## src/hw/rtl/wec_pkg.sv

```systemverilog
// ----------------------------------------------------------------------------
// wec_pkg
// Shared types and constants of the window edge classifier: item and record
// layouts, configuration register indexes and reset values.
// ----------------------------------------------------------------------------
package wec_pkg;

  localparam int MAX_WIDTH_DEF  = 1024;
  localparam int MAX_HEIGHT_DEF = 1024;

  localparam int CFG_IDX_W  = 2;
  localparam int CFG_DATA_W = 11;

  localparam int       DIM_RESET    = 1024;
  localparam logic [7:0] THRESH_RESET = 8'd20;
  localparam logic [7:0] PEL_MAX      = 8'd255;

  // window geometry: 3 by 3, centre in the middle
  localparam int WIN_SIDE = 3;
  localparam int WIN_SIZE = WIN_SIDE * WIN_SIDE;
  localparam int CENTRE   = 4;

  typedef enum logic [CFG_IDX_W-1:0] {
    REG_IMAGE_WIDTH    = 2'd0,
    REG_IMAGE_HEIGHT   = 2'd1,
    REG_EDGE_THRESHOLD = 2'd2
  } cfg_reg_t;

  localparam logic OP_PIXEL = 1'b0;
  localparam logic OP_FLUSH = 1'b1;

  typedef logic [7:0] pel_t;

  typedef struct packed {
    logic opcode;
    pel_t pixel;
  } pix_item_t;

  typedef struct packed {
    logic [9:0] edge_x;
    logic [9:0] edge_y;
    pel_t       window_min;
    pel_t       low_band_max;
    pel_t       window_max;
    pel_t       high_band_min;
  } edge_rec_t;

  // assembled window with the centre position
  typedef struct packed {
    pel_t [WIN_SIZE-1:0] px;
    logic [9:0]          cx;
    logic [9:0]          cy;
  } win_t;

  typedef struct packed {
    logic valid;
    logic advance;
  } pipe_ctl_t;

endpackage

```

## src/hw/rtl/wec_classify.sv

```systemverilog
// ----------------------------------------------------------------------------
// wec_classify
// Three-stage classifier: window extremes, band flags, then counts and the
// record decision. Advances in step with the front end.
// ----------------------------------------------------------------------------
module wec_classify (
  input  logic               clk,
  input  logic               rst,
  input  wec_pkg::pipe_ctl_t ctl,
  input  wec_pkg::win_t      win,
  input  wec_pkg::pel_t      thr,
  output logic               res_valid,
  output wec_pkg::edge_rec_t res
);
  import wec_pkg::*;

  // stage 2: extremes
  logic                s2_valid;
  win_t                s2_win;
  pel_t                lo_c;
  pel_t                hi_c;

  // stage 3: band flags
  logic                s3_valid;
  win_t                s3_win;
  pel_t                s3_lo;
  pel_t                s3_hi;
  pel_t                half;
  logic [8:0]          lo_band;
  logic                cand_c;
  logic [WIN_SIZE-1:0] low_c;
  logic [WIN_SIZE-1:0] high_c;

  // stage 4: counts and decision
  logic                s4_valid;
  win_t                s4_win;
  pel_t                s4_lo;
  pel_t                s4_hi;
  logic                s4_cand;
  logic [WIN_SIZE-1:0] s4_low;
  logic [WIN_SIZE-1:0] s4_high;
  logic [3:0]          nlow;
  logic [3:0]          nhigh;
  pel_t                low_max;
  pel_t                high_min;
  logic                hit;

  always_comb begin
    lo_c = PEL_MAX;
    hi_c = '0;
    for (int k = 0; k < WIN_SIZE; k++) begin
      if (s2_win.px[k] < lo_c) lo_c = s2_win.px[k];
      if (s2_win.px[k] > hi_c) hi_c = s2_win.px[k];
    end
  end

  always_comb begin
    half    = thr >> 1;
    lo_band = {1'b0, s3_lo} + {1'b0, half};
    cand_c  = (({1'b0, s3_lo} + {1'b0, thr}) <= {1'b0, s3_hi}) &&
              ({1'b0, s3_win.px[CENTRE]} >= lo_band) &&
              (({1'b0, s3_win.px[CENTRE]} + {1'b0, half}) <= {1'b0, s3_hi});
    for (int k = 0; k < WIN_SIZE; k++) begin
      low_c[k]  = {1'b0, s3_win.px[k]} < lo_band;
      high_c[k] = ({1'b0, s3_win.px[k]} + {1'b0, half}) > {1'b0, s3_hi};
    end
  end

  always_comb begin
    nlow     = '0;
    nhigh    = '0;
    low_max  = '0;
    high_min = PEL_MAX;
    for (int k = 0; k < WIN_SIZE; k++) begin
      nlow  = nlow + 4'(s4_low[k]);
      nhigh = nhigh + 4'(s4_high[k]);
      if (s4_low[k] && s4_win.px[k] > low_max) low_max = s4_win.px[k];
      if (s4_high[k] && s4_win.px[k] < high_min) high_min = s4_win.px[k];
    end
    hit = s4_cand && ((nlow >= 4'd2 && nhigh >= 4'd2) ||
                      (nlow == 4'd1 && nhigh >= 4'd3) ||
                      (nhigh == 4'd1 && nlow >= 4'd3));
  end

  assign res_valid         = s4_valid && hit;
  assign res.edge_x        = s4_win.cx;
  assign res.edge_y        = s4_win.cy;
  assign res.window_min    = s4_lo;
  assign res.low_band_max  = low_max;
  assign res.window_max    = s4_hi;
  assign res.high_band_min = high_min;

  always_ff @(posedge clk) begin
    if (rst) begin
      s2_valid <= 1'b0;
      s3_valid <= 1'b0;
      s4_valid <= 1'b0;
    end else if (ctl.advance) begin
      s2_valid <= ctl.valid;
      s3_valid <= s2_valid;
      s4_valid <= s3_valid;
    end
  end

  always_ff @(posedge clk) begin
    if (ctl.advance) begin
      s2_win  <= win;
      s3_win  <= s2_win;
      s3_lo   <= lo_c;
      s3_hi   <= hi_c;
      s4_win  <= s3_win;
      s4_lo   <= s3_lo;
      s4_hi   <= s3_hi;
      s4_cand <= cand_c;
      s4_low  <= low_c;
      s4_high <= high_c;
    end
  end

endmodule

```

## config.mk

```make
export PLATFORM = sky130hd
export DESIGN_NAME = wec_classify
export DESIGN_NICKNAME = d
export VERILOG_FILES = /design/src/hw/rtl/wec_pkg.sv /design/src/hw/rtl/wec_classify.sv
export SDC_FILE = /design/constraint.sdc
export NUM_CORES = 1
export LEC_CHECK = 0
export ABC_AREA = 1
export BUFFER_PORTS_ARGS = -buffer_cell sky130_fd_sc_hd__buf_2
export CAP_MARGIN = 20
export CORE_ASPECT_RATIO = 2
export CORE_MARGIN = 10
export CORE_UTILIZATION = 30
export CTS_CLUSTER_DIAMETER = 150
export DETAILED_ROUTE_END_ITERATION = 10
export RECOVER_POWER = 100
export SYNTH_ARGS = -nofsm -noshare
export SYNTH_HDL_FRONTEND = slang
export SYNTH_SLANG_ARGS = --single-unit
export TNS_END_PERCENT = 20
```

## constraint.sdc

```tcl
create_clock -name clk -period 19.3 [get_ports clk]
set_clock_uncertainty 0.15 [all_clocks]
set_input_delay 3.86 -clock clk [delete_from_list [all_inputs] [get_ports clk]]
set_output_delay 3.86 -clock clk [all_outputs]
set_load 0.02 [all_outputs]
```

## Word level (Yosys, flattened, before mapping)

Cells that the tools add are included.

| operators by class | value |
|---|---|
| add/sub/neg operators | 27 |
| order comparisons | 61 |
| equality and inequality tests | 2 |
| mux-type cells | 36 |
| reduce and logical (&&, ||, !) cells | 27 |

Operators by type and width:

| operator | number |
|---|---|
| 8-bit two-way mux | 36 |
| 8-bit > comparator | 16 |
| 8-bit less-than comparator | 16 |
| 8-bit by 7-bit adder with 9-bit output | 10 |
| 9-bit by 8-bit > comparator with 1-bit output | 9 |
| 8-bit by 9-bit less-than comparator with 1-bit output | 9 |
| 4-bit by 1-bit adder with 4-bit output | 10 |
| 1-bit logical AND | 25 |
| 9-bit by 8-bit <= comparator with 1-bit output | 2 |
| 4-bit by 2-bit >= comparator with 1-bit output (second input constant) | 4 |
| 8-bit by 1-bit > comparator with 1-bit output (second input constant) | 2 |
| 8-bit less-than comparator (second input constant) | 2 |
| 8-bit by 8-bit adder with 9-bit output | 1 |
| 8-bit by 9-bit >= comparator with 1-bit output | 1 |
| 3-bit by 1-bit adder with 4-bit output | 2 |
| 4-bit by 1-bit == test with 1-bit output (second input constant) | 2 |
| 2-bit by 1-bit adder with 3-bit output | 2 |
| 1-bit by 1-bit adder with 2-bit output | 2 |
| 1-bit logical OR | 2 |

| storage, ports and cells | value |
|---|---|
| register bits | 330 |
| input bits | 104 |
| word-level logic and storage cells | 196 |

## Logic depth before layout (Yosys ltp)

| depth | value |
|---|---|
| depth in word-level cells | 27 |
| mapped depth | 91 |

## Worst setup path after synthesis

OpenSTA, ideal clock, no wires.

| timing | value |
|---|---|
| kind | flip-flop to output port |
| start point | register s4_win[21] in the netlist's numbering |
| end point | output port res[0] in the netlist's numbering |
| data arrival time | 11.541 ns |
| data required time | 15.290 ns |
| path slack | 3.749 ns |
| stages on the path, launching flop included | 67 |
| cell sequence | edfxtp_1 nand2_1 nor2_1 nand2_1 nand2_1 nor2_1 ha_1 nand2_1 nand2_1 nor2_1 nand2_1 a31oi_1 nand2_1 clkbuf_1 o21ai_0 ha_1 a21oi_1 nor2_1 (+31 left out) o21ai_0 ha_1 a211oi_1 nand2_1 a31oi_1 nand2_1 inv_1 clkbuf_1 nand2_1 o21ai_0 inv_1 ha_1 a211oi_1 nand2_1 a31oi_1 nand2_1 nand2_1 nand2_1 |

RTL lines:

| element | line | source |
|---|---|---|
| start, declared | wec_classify.sv:36 | `win_t s4_win;` |
| start signal, assigned | wec_classify.sv:111 | `s4_win <= s3_win;` |
| end, declared | wec_classify.sv:13 | `output wec_pkg::edge_rec_t res` |

==> results.cfg <==
[cts]
numCtsBuffers = 31
cts_tree = done
clock-sinks = 330
clock_latency_ns = 0.61
htreeDepth = 1
cts_root_buf = clkbuf_16
cts_buffer_depth = 3
path_clk_slew_ns = 0.07
hold_buffers = 0

[global_route]
grt_pass1_vias = 19570
grt_pass1_wl_um = 104700
gr-total-overflow = 0
antenna_found_initial = 1
grt_usage_pct = 13.87
grt_max_degree = 149

[cells_and_area]
syn_to_final_growth_pct = 12.00
multi_input_area_mm2 = 0.01367
drive_gt1_share_pct = 7.832
regArea_mm2 = 0.009879
num_antenna_cells = 0
finalNetCount = 3477
nFillCells = 8554

[die]
pin_count = 157
core_mm2 = 0.08259
die_y_um = 428.0
rows = 149
dieArea_mm2 = 0.09586
start_util_pct = 30.23
die_w_um = 224.0

[yosys]
ys.flop_type = edfxtp_1
synth_top_cell_area_share_pct = 39.33
ys_types = 48
syn_area_mm2 = 0.02497
synth_edf_count = 327
yosysTopAreaCell = edfxtp_1
yosysWarnings = 0
async_reset_ff_share_pct = 0
ys_seq_area_share_pct = 39.57
syn_nets = 3313
syn_inst = 2735
synthTopCellsByArea = edfxtp_1 39%, ha_1 23%, nand2_1 9.9%
synth_area_per_cell_um2 = 9.129
synth-seq-cells = 330

[route]
postRouteWirelength_um = 68850
drc = 0
via_count = 19460
drt-wirelength-per-cell_um = 17.29
firstDrtPassIters = 5
vias_per_cell = 4.887
drtAntennaViolNets = 0
drt-initial-drc-count = 824

[setup_path]
crit_type = reg2out
cpMostUsedCell = nand2_1
crit_fanout = 15
critPathLaunchType = register
cp-end-kind = output port
critPathSlowestCell = o21ai_0
cp_slowest_stage_delay_ns = 0.49
required_ns = 15.29
arrival_ns = 13.87

[sta]
relSlewSlack_pct = -397.7
rsz0062_at_grt = no
setup_violations = 0
maxSlewViolCount = 353
timing.fmax_ghz = 0.05593
fin_tns_setup_ns = 0
hold_violations = 0
tightest_slew_ns = 7.466
period_needed_ns = 17.88
fin_crit_sh_pct = 92.64

[placement]
gp_congestion = 0.9085
numPortBuffers = 156
hpwlAfterDp_um = 56760

[run_status]
status = complete, but fails checks
violations = capacitance limit, slew limit

[worst_hold_path]
min_path_type = reg2reg

[job]
cap_violations = 4
## sequential cells by signal, indices dropped and copies added, names as in the netlist
register / count
s3_hi: 8
s3_valid: 1
s3_lo: 8
s2_win: 92
s2_valid: 1
s4_hi: 8
s4_low: 9
s4_valid: 1
s3_win: 92
res: 20
s4_high: 9
s4_lo: 8
s4_win: 72
s4_cand: 1
## cells in the mapped netlist, drive strengths merged (7+ instances only)
library cell and number:
fa 21, nand3 133, ha 453, o21ai 262, xnor2 30, a211oi 17, nor4 7, a21oi 211
edfxtp 327, o211ai 8, xor2 29, a21o 7, clkbuf 24, buf 26, inv 298, nor3 13
o21bai 36, nor2 92, nand4 18, or2 8, nand2 678
## repair_timing
action,CTS,global route
endpoints found under the setup margin,0,8
buffers inserted,0,6
resized for setup,0,3
## through the flow
| step | hold WS, ns | setup slack, ns | instances | instance area (µm²) | util, % |
|---|---|---|---|---|---|
| 2_1_floorplan | 0.2503 | 3.749 | 2735 | 24970 | - |
| 3_3_place_gp | 0.2518 | 1.903 | 3917 | 26970 | 32.66 |
| 3_5_place_dp | 0.2545 | 1.533 | 3917 | 26970 | 32.66 |
| 4_1_cts | 0.2681 | 0.8509 | 3975 | 28040 | 33.95 |
| 5_1_grt | 0.2766 | 0.08037 | 3981 | 27960 | 33.86 |
| 6_report | 0.2704 | 1.420 | 3981 | 27960 | 33.86 |
## final cells by class
| cell class | count | share of cell area (%) |
|---|---|---|
| clock inverter | 24 | 0.9933 |
| tap | 1057 | 4.730 |
| multi-input combinational | 2056 | 48.88 |
| sequential | 330 | 35.33 |
| timing repair buffer | 181 | 3.240 |
| inverter | 299 | 4.014 |
| clock buffer | 34 | 2.814 |
## per-layer routing
metal	vias up	part of all wire [%]	GRT usage, %
met1	9050	36	13.46
li1	9851	-	-
met2	391	55	27.33
met3	164	2.8	1.505
met5	-	0	0
met4	0	5.8	8.007
## cell usage in the layout (no fill, tap or decap), types with 21 or more instances in the layout
cell and instances:
a21oi_1 211, buf_2 114, inv_1 290, o21bai_1 36
nand2_1 662, xor2_1 29, clkbuf_1 51, nor2_1 84
o21ai_0 257, ha_1 453, xnor2_1 30, fa_1 21
edfxtp_1 327, clkbuf_16 31, nand3_1 133
## critical path: cells and delay by family, from the launching register on
kind,cells,cell delay [ns]
buffers and inverters,4,0.55
AND/OR/NAND/NOR,37,5.11
flip-flops,1,0.43
adder cells (fa/ha/maj),8,2.48
AO/OA/AOI/OAI,19,4.68
## final timing paths
kind | from | endpoint | slack, ns | depth (start not counted)
worst min register to register | s2_win[4]$_DFFE_PP_ | s3_win[4]$_DFFE_PP_ | 0.27 | 0
worst max-delay path | s4_win[21]$_DFFE_PP_ | res[19] | 1.42 | 68
worst max register to register | s2_win[27]$_DFFE_PP_ | s3_hi[1]$_DFFE_PP_ | 2.56 | 50
worst min-delay path | s2_win[4]$_DFFE_PP_ | s3_win[4]$_DFFE_PP_ | 0.27 | 0
## kinds of logic after synthesis
kind of cell	count (synthesis)	synth area share [%]
simple gates	954	15.93
compound gates	569	12.47
fa+ha+maj	474	24.38
buf+inv	349	5.583
flops	330	39.57
xor+xnor	59	2.070
Power is not shown: default switching activity piles up to over one toggle a cycle in this logic, so the estimate is an artifact.
